## src/rtl/ffba_pkg.sv

```systemverilog
// ffba_pkg: shared types and constants for the first-fit block allocator.
// Used by ffba_scan and first_fit_block_allocator_core; no dependencies.
package ffba_pkg;

    localparam int MAX_BLOCKS = 64;
    localparam int IDX_W      = $clog2(MAX_BLOCKS);
    localparam int CNT_W      = $clog2(MAX_BLOCKS + 1);

    localparam int ADDR_W     = 32;
    localparam int SIZE_W     = 24;
    localparam int HDR_W      = 8;
    localparam int GROW_W     = SIZE_W + 1;
    localparam int ENTRY_W    = ADDR_W + SIZE_W;

    localparam int S_TDATA_W  = 56;
    localparam int M_TDATA_W  = 120;
    localparam int CFG_IDX_W  = 2;

    localparam logic [HDR_W-1:0]  HEADER_BYTES_RST = 8'd16;
    localparam logic [ADDR_W-1:0] HEAP_END_RST     = 32'd1048576;
    localparam logic [ADDR_W-1:0] HEAP_START_RST   = 32'd0;

    typedef enum logic [CFG_IDX_W-1:0] {
        CFG_HEAP_START   = 2'd0,
        CFG_HEAP_END     = 2'd1,
        CFG_HEADER_BYTES = 2'd2
    } t_cfg_idx;

    typedef enum logic [1:0] {
        ACT_ALLOC   = 2'd0,
        ACT_FREE    = 2'd1,
        ACT_REALLOC = 2'd2
    } t_action;

    typedef enum logic [1:0] {
        STAT_OK       = 2'd0,
        STAT_NOSPACE  = 2'd1,
        STAT_BADARG   = 2'd2,
        STAT_NOTFOUND = 2'd3
    } t_status;

    typedef enum logic [1:0] {
        S_IDLE,
        S_SCAN,
        S_FIN
    } t_state;

    // table update from the finish step
    typedef struct packed {
        logic              wr_en;
        logic              set_en;
        logic [IDX_W-1:0]  set_idx;
        logic [ADDR_W-1:0] wr_start;
        logic [SIZE_W-1:0] wr_cap;
        logic              clr_en;
        logic [IDX_W-1:0]  clr_idx;
    } t_tbl_cmd;

    // outcome of one pass over the table
    typedef struct packed {
        logic              done;
        logic              fit_found;
        logic [IDX_W-1:0]  fit_idx;
        logic [ADDR_W-1:0] fit_data;
        logic              mat_found;
        logic [IDX_W-1:0]  mat_idx;
        logic [SIZE_W-1:0] mat_cap;
    } t_scan_res;

endpackage

```

## src/rtl/first_fit_block_allocator_core.sv

```systemverilog
// Each word goes through a linear scan of the block table (one table RAM read per entry,
// then the read-data register), scan done, the finish step and the result register.
// Throughput: one word at a time, set by the single-port scan of the block table.
// The result register lets the next word be taken while a result waits.
// Reset (synchronous, active low): empty table, all used bits clear, heap break at
// the heap_start reset value, growth total zero, configuration registers at reset values.
module first_fit_block_allocator_core import ffba_pkg::*; (
    input  logic                 i_clk,
    input  logic                 i_rst_n,
    // configuration write channel
    input  logic                 i_cfg_valid,
    output logic                 o_cfg_ready,
    input  logic [CFG_IDX_W-1:0] i_cfg_index,
    input  logic [ADDR_W-1:0]    i_cfg_data,
    // request stream
    input  logic                 i_s_tvalid,
    output logic                 o_s_tready,
    input  logic [S_TDATA_W-1:0] i_s_tdata,  // request_size[23:0], data_address[55:24]
    input  logic [1:0]           i_s_tuser,  // action[1:0]
    // result stream
    output logic                 o_m_tvalid,
    input  logic                 i_m_tready,
    output logic [M_TDATA_W-1:0] o_m_tdata,  // result_address[31:0], copy_source[63:32],
                                             // copy_length[87:64], heap_grown_total[119:88]
    output logic [1:0]           o_m_tuser   // status[1:0]
);

    t_state              r_state, n_state;
    t_action             r_action;
    logic [SIZE_W-1:0]   r_size;
    logic [ADDR_W-1:0]   r_addr;
    logic [GROW_W-1:0]   r_grow;

    logic [CNT_W-1:0]    r_count;
    logic [ADDR_W-1:0]   r_break;
    logic [ADDR_W-1:0]   r_grown;
    logic [ADDR_W-1:0]   r_heap_end;
    logic [HDR_W-1:0]    r_hdr;

    logic                r_out_vld;
    logic [ADDR_W-1:0]   r_res_addr;
    t_status             r_status;
    logic [ADDR_W-1:0]   r_csrc;
    logic [SIZE_W-1:0]   r_clen;
    logic [ADDR_W-1:0]   r_out_total;

    logic                s_accept;
    logic                cfg_accept;
    logic                fin_go;
    t_scan_res           scan_res;
    t_tbl_cmd            tbl_cmd;

    logic [ADDR_W:0]     new_break;
    logic [ADDR_W:0]     grown_sum;
    logic [ADDR_W-1:0]   grown_sat;
    logic                grow_ok;
    logic                a_ok;
    logic [ADDR_W-1:0]   a_addr;
    t_status             a_status;
    logic                use_alloc;
    logic                use_free;
    logic                is_move;

    t_status             f_status;
    logic [ADDR_W-1:0]   f_addr;
    logic [ADDR_W-1:0]   f_csrc;
    logic [SIZE_W-1:0]   f_clen;
    logic                f_set;
    logic                f_app;
    logic                f_clr;
    logic [ADDR_W-1:0]   f_total;

    assign o_cfg_ready = 1'b1;
    assign cfg_accept  = i_cfg_valid && o_cfg_ready;
    assign o_s_tready  = (r_state == S_IDLE);
    assign s_accept    = i_s_tvalid && o_s_tready;
    assign fin_go      = (r_state == S_FIN) && (!r_out_vld || i_m_tready);

    // heap_start only matters at reset, where the break takes its reset value
    always_ff @(posedge i_clk) begin
        if (!i_rst_n) begin
            r_heap_end <= HEAP_END_RST;
            r_hdr      <= HEADER_BYTES_RST;
        end else if (cfg_accept) begin
            unique case (t_cfg_idx'(i_cfg_index))
                CFG_HEAP_END:     r_heap_end <= i_cfg_data;
                CFG_HEADER_BYTES: r_hdr      <= i_cfg_data[HDR_W-1:0];
                default:          ;
            endcase
        end
    end

    always_ff @(posedge i_clk) begin
        if (s_accept) begin
            r_action <= t_action'(i_s_tuser);
            r_size   <= i_s_tdata[SIZE_W-1:0];
            r_addr   <= i_s_tdata[SIZE_W+ADDR_W-1:SIZE_W];
            r_grow   <= GROW_W'(i_s_tdata[SIZE_W-1:0]) + GROW_W'(r_hdr);
        end
    end

    ffba_scan u_scan (
        .i_clk   (i_clk),
        .i_rst_n (i_rst_n),
        .i_start (s_accept),
        .i_count (r_count),
        .i_size  (r_size),
        .i_addr  (r_addr),
        .i_hdr   (r_hdr),
        .i_cmd   (tbl_cmd),
        .o_res   (scan_res)
    );

    // growth path
    assign new_break = {1'b0, r_break} + (ADDR_W+1)'(r_grow);
    assign grown_sum = {1'b0, r_grown} + (ADDR_W+1)'(r_grow);
    assign grown_sat = grown_sum[ADDR_W] ? '1 : grown_sum[ADDR_W-1:0];
    assign grow_ok   = (r_count < CNT_W'(MAX_BLOCKS)) && !new_break[ADDR_W]
                       && (new_break[ADDR_W-1:0] <= r_heap_end);

    assign a_ok      = (r_size != '0) && (scan_res.fit_found || grow_ok);
    assign a_addr    = !a_ok ? '0 :
                       scan_res.fit_found ? scan_res.fit_data : r_break + ADDR_W'(r_hdr);
    assign a_status  = (r_size == '0) ? STAT_BADARG : (a_ok ? STAT_OK : STAT_NOSPACE);

    always_comb begin
        use_alloc = 1'b0;
        use_free  = 1'b0;
        is_move   = 1'b0;
        f_status  = STAT_BADARG;
        f_addr    = '0;
        f_csrc    = '0;
        f_clen    = '0;
        f_set     = 1'b0;
        f_app     = 1'b0;
        f_clr     = 1'b0;
        case (r_action)
            ACT_ALLOC: use_alloc = 1'b1;
            ACT_FREE:  use_free  = 1'b1;
            ACT_REALLOC: begin
                if (r_addr == '0) begin
                    use_alloc = 1'b1;
                end else if (r_size == '0) begin
                    use_free = 1'b1;
                end else if (!scan_res.mat_found) begin
                    f_status = STAT_NOTFOUND;
                end else if (scan_res.mat_cap >= r_size) begin
                    f_status = STAT_OK;
                    f_addr   = r_addr;
                end else begin
                    use_alloc = 1'b1;
                    is_move   = 1'b1;
                end
            end
            default: ;
        endcase

        if (use_alloc) begin
            f_status = a_status;
            f_addr   = a_addr;
            f_set    = a_ok;
            f_app    = a_ok && !scan_res.fit_found;
            // moving: old capacity is below the request, so it is the copy length
            if (is_move && a_ok) begin
                f_csrc = r_addr;
                f_clen = scan_res.mat_cap;
                f_clr  = 1'b1;
            end
        end
        if (use_free) begin
            if (r_addr == '0) begin
                f_status = STAT_BADARG;
            end else if (!scan_res.mat_found) begin
                f_status = STAT_NOTFOUND;
            end else begin
                f_status = STAT_OK;
                f_clr    = 1'b1;
            end
        end
    end

    assign f_total = f_app ? grown_sat : r_grown;

    always_comb begin
        tbl_cmd.wr_en    = fin_go && f_app;
        tbl_cmd.set_en   = fin_go && f_set;
        tbl_cmd.set_idx  = scan_res.fit_found ? scan_res.fit_idx : r_count[IDX_W-1:0];
        tbl_cmd.wr_start = r_break;
        tbl_cmd.wr_cap   = r_size;
        tbl_cmd.clr_en   = fin_go && f_clr;
        tbl_cmd.clr_idx  = scan_res.mat_idx;
    end

    always_ff @(posedge i_clk) begin
        if (!i_rst_n) begin
            r_count <= '0;
            r_break <= HEAP_START_RST;
            r_grown <= '0;
        end else if (fin_go && f_app) begin
            r_count <= r_count + 1'b1;
            r_break <= new_break[ADDR_W-1:0];
            r_grown <= grown_sat;
        end
    end

    always_ff @(posedge i_clk) begin
        if (!i_rst_n) begin
            r_state <= S_IDLE;
        end else begin
            r_state <= n_state;
        end
    end

    always_comb begin
        n_state = r_state;
        unique case (r_state)
            S_IDLE: if (s_accept) n_state = S_SCAN;
            S_SCAN: if (scan_res.done) n_state = S_FIN;
            S_FIN:  if (fin_go) n_state = S_IDLE;
            default: n_state = S_IDLE;
        endcase
    end

    always_ff @(posedge i_clk) begin
        if (!i_rst_n) begin
            r_out_vld <= 1'b0;
        end else if (fin_go) begin
            r_out_vld <= 1'b1;
        end else if (i_m_tready) begin
            r_out_vld <= 1'b0;
        end
    end

    always_ff @(posedge i_clk) begin
        if (fin_go) begin
            r_res_addr  <= f_addr;
            r_status    <= f_status;
            r_csrc      <= f_csrc;
            r_clen      <= f_clen;
            r_out_total <= f_total;
        end
    end

    assign o_m_tvalid = r_out_vld;
    assign o_m_tdata  = {r_out_total, r_clen, r_csrc, r_res_addr};
    assign o_m_tuser  = r_status;

`ifndef SYNTHESIS
    a_count_max: assert property (@(posedge i_clk) disable iff (!i_rst_n)
        r_count <= CNT_W'(MAX_BLOCKS))
        else $error("block count above table depth");

    a_done_in_scan: assert property (@(posedge i_clk) disable iff (!i_rst_n)
        scan_res.done |-> (r_state == S_SCAN))
        else $error("scan finished outside scan state");

    a_append_count: assert property (@(posedge i_clk) disable iff (!i_rst_n)
        (fin_go && f_app) |=> (r_count == $past(r_count) + 1'b1))
        else $error("append did not bump block count");

    a_break_mono: assert property (@(posedge i_clk) disable iff (!i_rst_n)
        1'b1 |=> (r_break >= $past(r_break)))
        else $error("heap break moved down");
`endif

endmodule

```

## src/rtl/ffba_scan.sv

```systemverilog
// ffba_scan: block table (start/capacity RAM plus used bits) and the linear scan
// that finds the first free fit and the first used block matching an address.
// Depends on ffba_pkg.
module ffba_scan import ffba_pkg::*; (
    input  logic              i_clk,
    input  logic              i_rst_n,
    input  logic              i_start,
    input  logic [CNT_W-1:0]  i_count,
    input  logic [SIZE_W-1:0] i_size,
    input  logic [ADDR_W-1:0] i_addr,
    input  logic [HDR_W-1:0]  i_hdr,
    input  t_tbl_cmd          i_cmd,
    output t_scan_res         o_res
);

    logic [ENTRY_W-1:0]    mem [MAX_BLOCKS];
    logic [ENTRY_W-1:0]    r_rd_data;
    logic [MAX_BLOCKS-1:0] r_used;

    logic                  r_busy;
    logic                  r_chk_vld;
    logic [CNT_W-1:0]      r_rd_idx;
    logic [IDX_W-1:0]      r_chk_idx;

    logic                  r_fit_found;
    logic [IDX_W-1:0]      r_fit_idx;
    logic [ADDR_W-1:0]     r_fit_data;
    logic                  r_mat_found;
    logic [IDX_W-1:0]      r_mat_idx;
    logic [SIZE_W-1:0]     r_mat_cap;

    logic                  issue;
    logic                  done;
    logic [ADDR_W-1:0]     chk_start;
    logic [ADDR_W-1:0]     chk_data;
    logic [SIZE_W-1:0]     chk_cap;
    logic                  chk_used;
    logic                  chk_fit;
    logic                  chk_mat;

    assign issue     = r_busy && (r_rd_idx < i_count);
    assign done      = r_busy && !issue && !r_chk_vld;

    assign chk_start = r_rd_data[ENTRY_W-1:SIZE_W];
    assign chk_cap   = r_rd_data[SIZE_W-1:0];
    assign chk_data  = chk_start + ADDR_W'(i_hdr);
    assign chk_used  = r_used[r_chk_idx];
    assign chk_fit   = r_chk_vld && !chk_used && (chk_cap >= i_size);
    assign chk_mat   = r_chk_vld && chk_used && (chk_data == i_addr);

    // writes only happen in the finish step, never while a scan reads
    always_ff @(posedge i_clk) begin
        if (i_cmd.wr_en) begin
            mem[i_cmd.set_idx] <= {i_cmd.wr_start, i_cmd.wr_cap};
        end
    end

    always_ff @(posedge i_clk) begin
        if (issue) begin
            r_rd_data <= mem[r_rd_idx[IDX_W-1:0]];
        end
    end

    always_ff @(posedge i_clk) begin
        if (!i_rst_n) begin
            r_used <= '0;
        end else begin
            if (i_cmd.clr_en) begin
                r_used[i_cmd.clr_idx] <= 1'b0;
            end
            if (i_cmd.set_en) begin
                r_used[i_cmd.set_idx] <= 1'b1;
            end
        end
    end

    always_ff @(posedge i_clk) begin
        if (!i_rst_n) begin
            r_busy      <= 1'b0;
            r_chk_vld   <= 1'b0;
            r_rd_idx    <= '0;
            r_chk_idx   <= '0;
            r_fit_found <= 1'b0;
            r_mat_found <= 1'b0;
        end else if (i_start) begin
            r_busy      <= 1'b1;
            r_chk_vld   <= 1'b0;
            r_rd_idx    <= '0;
            r_fit_found <= 1'b0;
            r_mat_found <= 1'b0;
        end else if (r_busy) begin
            if (done) begin
                r_busy <= 1'b0;
            end
            r_chk_vld <= issue;
            r_chk_idx <= r_rd_idx[IDX_W-1:0];
            if (issue) begin
                r_rd_idx <= r_rd_idx + 1'b1;
            end
            if (chk_fit && !r_fit_found) begin
                r_fit_found <= 1'b1;
            end
            if (chk_mat && !r_mat_found) begin
                r_mat_found <= 1'b1;
            end
        end
    end

    // first hit wins; later hits are ignored
    always_ff @(posedge i_clk) begin
        if (r_busy && chk_fit && !r_fit_found) begin
            r_fit_idx  <= r_chk_idx;
            r_fit_data <= chk_data;
        end
        if (r_busy && chk_mat && !r_mat_found) begin
            r_mat_idx <= r_chk_idx;
            r_mat_cap <= chk_cap;
        end
    end

    always_comb begin
        o_res.done      = done;
        o_res.fit_found = r_fit_found;
        o_res.fit_idx   = r_fit_idx;
        o_res.fit_data  = r_fit_data;
        o_res.mat_found = r_mat_found;
        o_res.mat_idx   = r_mat_idx;
        o_res.mat_cap   = r_mat_cap;
    end

endmodule
```

## config.mk

```make
export PLATFORM = sky130hd
export DESIGN_NAME = first_fit_block_allocator_core
export DESIGN_NICKNAME = d
export VERILOG_FILES = /design/src/rtl/ffba_pkg.sv /design/src/rtl/first_fit_block_allocator_core.sv /design/src/rtl/ffba_scan.sv
export SDC_FILE = /design/constraint.sdc
export NUM_CORES = 2
export LEC_CHECK = 0
export BUFFER_PORTS_ARGS = -buffer_cell sky130_fd_sc_hd__buf_2
export CAP_MARGIN = 20
export CORE_UTILIZATION = 45
export CTS_BUF_LIST = sky130_fd_sc_hd__clkbuf_16
export CTS_CLUSTER_SIZE = 10
export DETAILED_ROUTE_END_ITERATION = 10
export GPL_TIMING_DRIVEN = 1
export MAX_ROUTING_LAYER = met4
export PLACE_DENSITY = 0.64
export SLEW_MARGIN = 20
export SYNTH_ARGS = -nofsm -noshare
export SYNTH_HDL_FRONTEND = slang
export SYNTH_HIERARCHICAL = 1
export SYNTH_SLANG_ARGS = --single-unit
```

## constraint.sdc

```tcl
create_clock -name i_clk -period 23 [get_ports i_clk]
set_clock_uncertainty 0.1 [all_clocks]
set_input_delay 0 -clock i_clk [delete_from_list [all_inputs] [get_ports i_clk]]
set_output_delay 0 -clock i_clk [all_outputs]
set_load 0.005 [all_outputs]
```

==> flow_summary_export.csv <==
group,metric,value,unit
final_layout,multi_input_comb_area,40990,um2
yosys,yosysUniqueCellTypes,99,
yosys,syn_avg_cell_area,20.75,um2
power,p_per_area,78.84,nW/um2
global_route,grt_use_total,0.2682,
yosys,ys_seq_elements,4108,
setup_path,arrival,10650,ps
routing,drtPass1Iterations,6,
routing,drt_iter0_drc,11470,
power,switching_share,0.2014,
final_layout,drive_gt1_frac,0.2620,
setup_path,r2r_cells,21,
clock_tree,cts_tree,"yes",
clock_tree,cts_buffers,456,
power,switchingPower,2.965,mW
sta,fin_crit_sh,0.4436,
clock_tree,cts_root_buffer,"clkbuf_16",
setup_path,critPathKind,"reg -> reg",
sta,max_slew_margin,0.2162,
min_path,hold_start,"i_s_tdata[22]",
min_path,whs_endpoint,"r_grow[24]$_DFFE_PP_",
sta,worst_pin_slew,1176,ps
clock_tree,htreeDepth,5,
power,leakagePower,60.02,nW
clock_tree,cts_max_path_buffers,4,
final_layout,regArea,121500,um2
global_route,grt_pass1_vias,84820,
routing,vias,86160,
setup_path,r2r_slack,12800,ps
sta,setup_viol,0,
min_path,hold_path.class,"in -> reg",
power,p_int,11.76,mW
place,hpwlAfterDp,287100,um
power,combinationalPowerShare,0.018,
global_route,grt-ovfl-total,0,
yosys,synth.area.top_cells,"edfxtp_1 (72%), mux4_2 (16%), dfxtp_1 (2.4%), ha_1 (1.3%), nand2_1 (0.68%)",
power,peakVddDrop,0.06179,mV
yosys,synth.most_common_cell,"edfxtp_1",
global_route,grt_antenna_before_repair,52,
floorplanning,start_util,0.4521,
clock_tree,postCtsSetupBuffers,0,
power,p_seq_frac,0.554,
yosys,synthCells,7899,
final_layout,fin_util,0.5151,
place,port_buffers,220,
yosys,synth-main-ff-cell,"edfxtp_1",
routing,ant_nets,0,
clock_tree,insertion_delay,980,ps
clock_tree,clkSlewWorstSetupHoldPaths,60,ps
final_layout,nets,8918,
setup_path,critPathRequiredTime,23450,ps
floorplanning,die_y,605.5,um
floorplanning,fp-row-count,221,
routing,wl_per_cell,35.25,um
min_path,min_path_cells,4,
sta,finalHoldViolCount,0,
yosys,yosys.area.top_type,"edfxtp_1",
global_route,grt_pass1_wl,665700,um
yosys,synth_edf_count,3913,
global_route,grt_max_degree,152,
flow_run,drv_cap,0,
floorplanning,core,362500,um2
floorplanning,dieWidth,605.5,um
setup_path,start_kind,"flip-flop",
clock_tree,cts_hold_buf,254,
clock_tree,ctsResizeCount,0,
sta,tns,0,ps
setup_path,reg2reg_to,"u_scan/mem[48][24]$_DFFE_PP_",
status,status,"finished, final reports clean",
place,post-place-ws,12930,ps
yosys,ys_seq_area_frac,0.7407,
sta,fmax,98.02,MHz
power,power.clock.fraction,0.428,
place,dp.cells,12730,
yosys,yosysWarnings,6,
floorplanning,die_area,366700,um2
clock_tree,clkSinkCount,4108,
sta,fin_crit,10200,ps
place,routabilityCongestion,0.9171,
final_layout,syn2layout_area_growth,13.93,%
routing,drcViolationCount,0,
yosys,syn_nets,8166,
yosys,ys_top_cells_by_count,"edfxtp_1 (3913), mux4_2 (1194), nand2_1 (297)",
setup_path,r2r-start,"r_break[1]$_SDFFE_PN0P_",
yosys,postSynth.asyncResetShare,0,
setup_path,endpoint_kind,"flip-flop",
final_layout,stdcell_count,13600,
setup_path,crit_fanout,68,
yosys,yosys.area.top_type_share,0.7169,
routing,wirelength,479300,um
yosys,synth.cell_area,163900,um2
routing,via_per_inst,6.336,
sta,slew_viol_final,0,
final_layout,fillers,27780,
sta,fin_ws,12800,ps
floorplanning,pin_count,222,
sta,rsz0062_at_grt,"false",
==> sequential cells by signal (all words and copies together), names as in the netlist, 6 cells and up <==
register,count
r_grown,32
r_heap_end,32
r_clen,24
u_scan/r_mat_idx,6
r_hdr,8
u_scan/r_fit_data,32
u_scan/r_mat_cap,24
u_scan/r_rd_idx,7
u_scan/r_chk_idx,6
u_scan/r_used,64
u_scan/r_rd_data,56
r_grow,25
r_count,7
u_scan/r_fit_idx,6
r_csrc,32
r_size,24
r_break,32
u_scan/mem,3584
r_out_total,32
r_res_addr,32
r_addr,32
==> per-layer routing <==
metal | vias to the layer above | share of wire | wire (um) | track usage
met5 | - | 0 | 0 | -
met4 | 0 | 0.042 | 20350 | 0.1006
met3 | 816 | 0.096 | 46190 | 0.04623
met2 | 4912 | 0.48 | 231000 | 0.4221
met1 | 46210 | 0.38 | 181800 | 0.3525
li1 | 34220 | - | - | -
==> area by class of cell <==
type,count,share of cell area
Multi-Input combinational cell,3248,0.2195
Clock inverter,103,0.003678
Timing Repair Buffer,693,0.02882
Clock buffer,461,0.06178
Antenna cell,47,0.0006298
Inverter,144,0.002921
Tap cell,4794,0.03212
Sequential cell,4108,0.6506
==> worst max path at each step <==
stage	cells past startpoint	slack, ps	endpoint	start
6_report	21	12800	u_scan/mem[48][24]$_DFFE_PP_	r_break[1]$_SDFFE_PN0P_
5_1_grt	21	12430	u_scan/mem[48][5]$_DFFE_PP_	r_break[1]$_SDFFE_PN0P_
4_1_cts	21	12860	u_scan/mem[56][24]$_DFFE_PP_	r_break[1]$_SDFFE_PN0P_
3_5_place_dp	21	12930	u_scan/mem[60][11]$_DFFE_PP_	r_break[1]$_SDFFE_PN0P_
3_3_place_gp	21	12840	u_scan/mem[56][27]$_DFFE_PP_	r_break[1]$_SDFFE_PN0P_
2_1_floorplan	22	14020	u_scan/mem[35][0]$_DFFE_PP_	r_break[1]$_SDFFE_PN0P_
==> metrics by stage <==
step,hold WS [ps],total power [mW],instance area (um2)
floorplan,-1.131,8.420,163900
global placement,79.52,8.531,171800
detailed placement,78.44,8.536,171800
CTS,15.88,14.80,186600
global route,77.59,15.08,186700
finish,75.50,14.72,186700
==> worst max-delay path, cell delays in order (launching register included) <==
cell      delay (ps)
dfxtp_2          310
buf_4            540
ha_1             380
a211oi_1         310
o21ai_0          190
a31oi_1          320
o21ai_0          300
a21oi_1          580
a211oi_1         220
o21ai_1          500
nor2_1           100
xor2_1           170
ha_1             340
nand4_1          190
or2_2            360
or3_1            380
a21oi_1          180
nand3b_2         460
nor2_4          1080
nand2_1          760
nor2_4          1020
buf_4            800
==> logic make-up (layout without fill, tap and decap cells) <==
kind of cell / count (synthesis) / count (layout) / share of synthesized area
adder cells (fa/ha/maj): 170 / 170 / 0.01321
flip-flops: 4108 / 4108 / 0.7407
XOR/XNOR: 157 / 157 / 0.008611
AND/OR/NAND/NOR: 975 / 975 / 0.02941
other: 1 / 48 / 0.00002288
multiplexers: 1245 / 1245 / 0.1672
buffers and inverters: 543 / 1401 / 0.01292
AO/OA/AOI/OAI: 700 / 700 / 0.02790
==> power by group through the flow <==
stage | Sequential, mW | Clock (mW) | Combinational [mW]
3_5_place_dp | 8.31 | 0 | 0.222
6_report | 8.16 | 6.30 | 0.260
2_1_floorplan | 8.33 | 0 | 0.0931
4_1_cts | 8.16 | 6.38 | 0.255
5_1_grt | 8.16 | 6.65 | 0.276
3_3_place_gp | 8.31 | 0 | 0.217
==> placed cells by master, fill, tap and decap left out, types with 11 or more instances in the layout <==
| cell type | n |
|---|---|
| or3_1 | 12 |
| dlygate4sd3_1 | 254 |
| ha_1 | 165 |
| dfxtp_4 | 12 |
| and4_1 | 21 |
| o211ai_1 | 14 |
| xnor2_1 | 91 |
| nor2b_1 | 27 |
| mux2i_1 | 43 |
| a311oi_1 | 15 |
| a31oi_1 | 22 |
| o21ai_0 | 165 |
| dfxtp_2 | 27 |
| diode_2 | 47 |
| a22o_1 | 24 |
| dfxtp_1 | 156 |
| clkbuf_16 | 461 |
| o31ai_1 | 11 |
| edfxtp_1 | 3913 |
| nand2_1 | 295 |
| nand3_1 | 55 |
| a211oi_1 | 29 |
| nand2b_1 | 39 |
| a21boi_0 | 71 |
| and3_1 | 28 |
| xor2_1 | 63 |
| nand4_1 | 48 |
| o21a_1 | 17 |
| and2_1 | 67 |
| nor2_1 | 184 |
| nor2_4 | 65 |
| nor4_1 | 31 |
| buf_2 | 220 |
| nand3b_1 | 11 |
| a21oi_1 | 174 |
| a21o_1 | 59 |
| nor3_1 | 27 |
| inv_1 | 207 |
| buf_4 | 212 |
| mux4_2 | 1194 |
(Power assumes the default switching activity.)
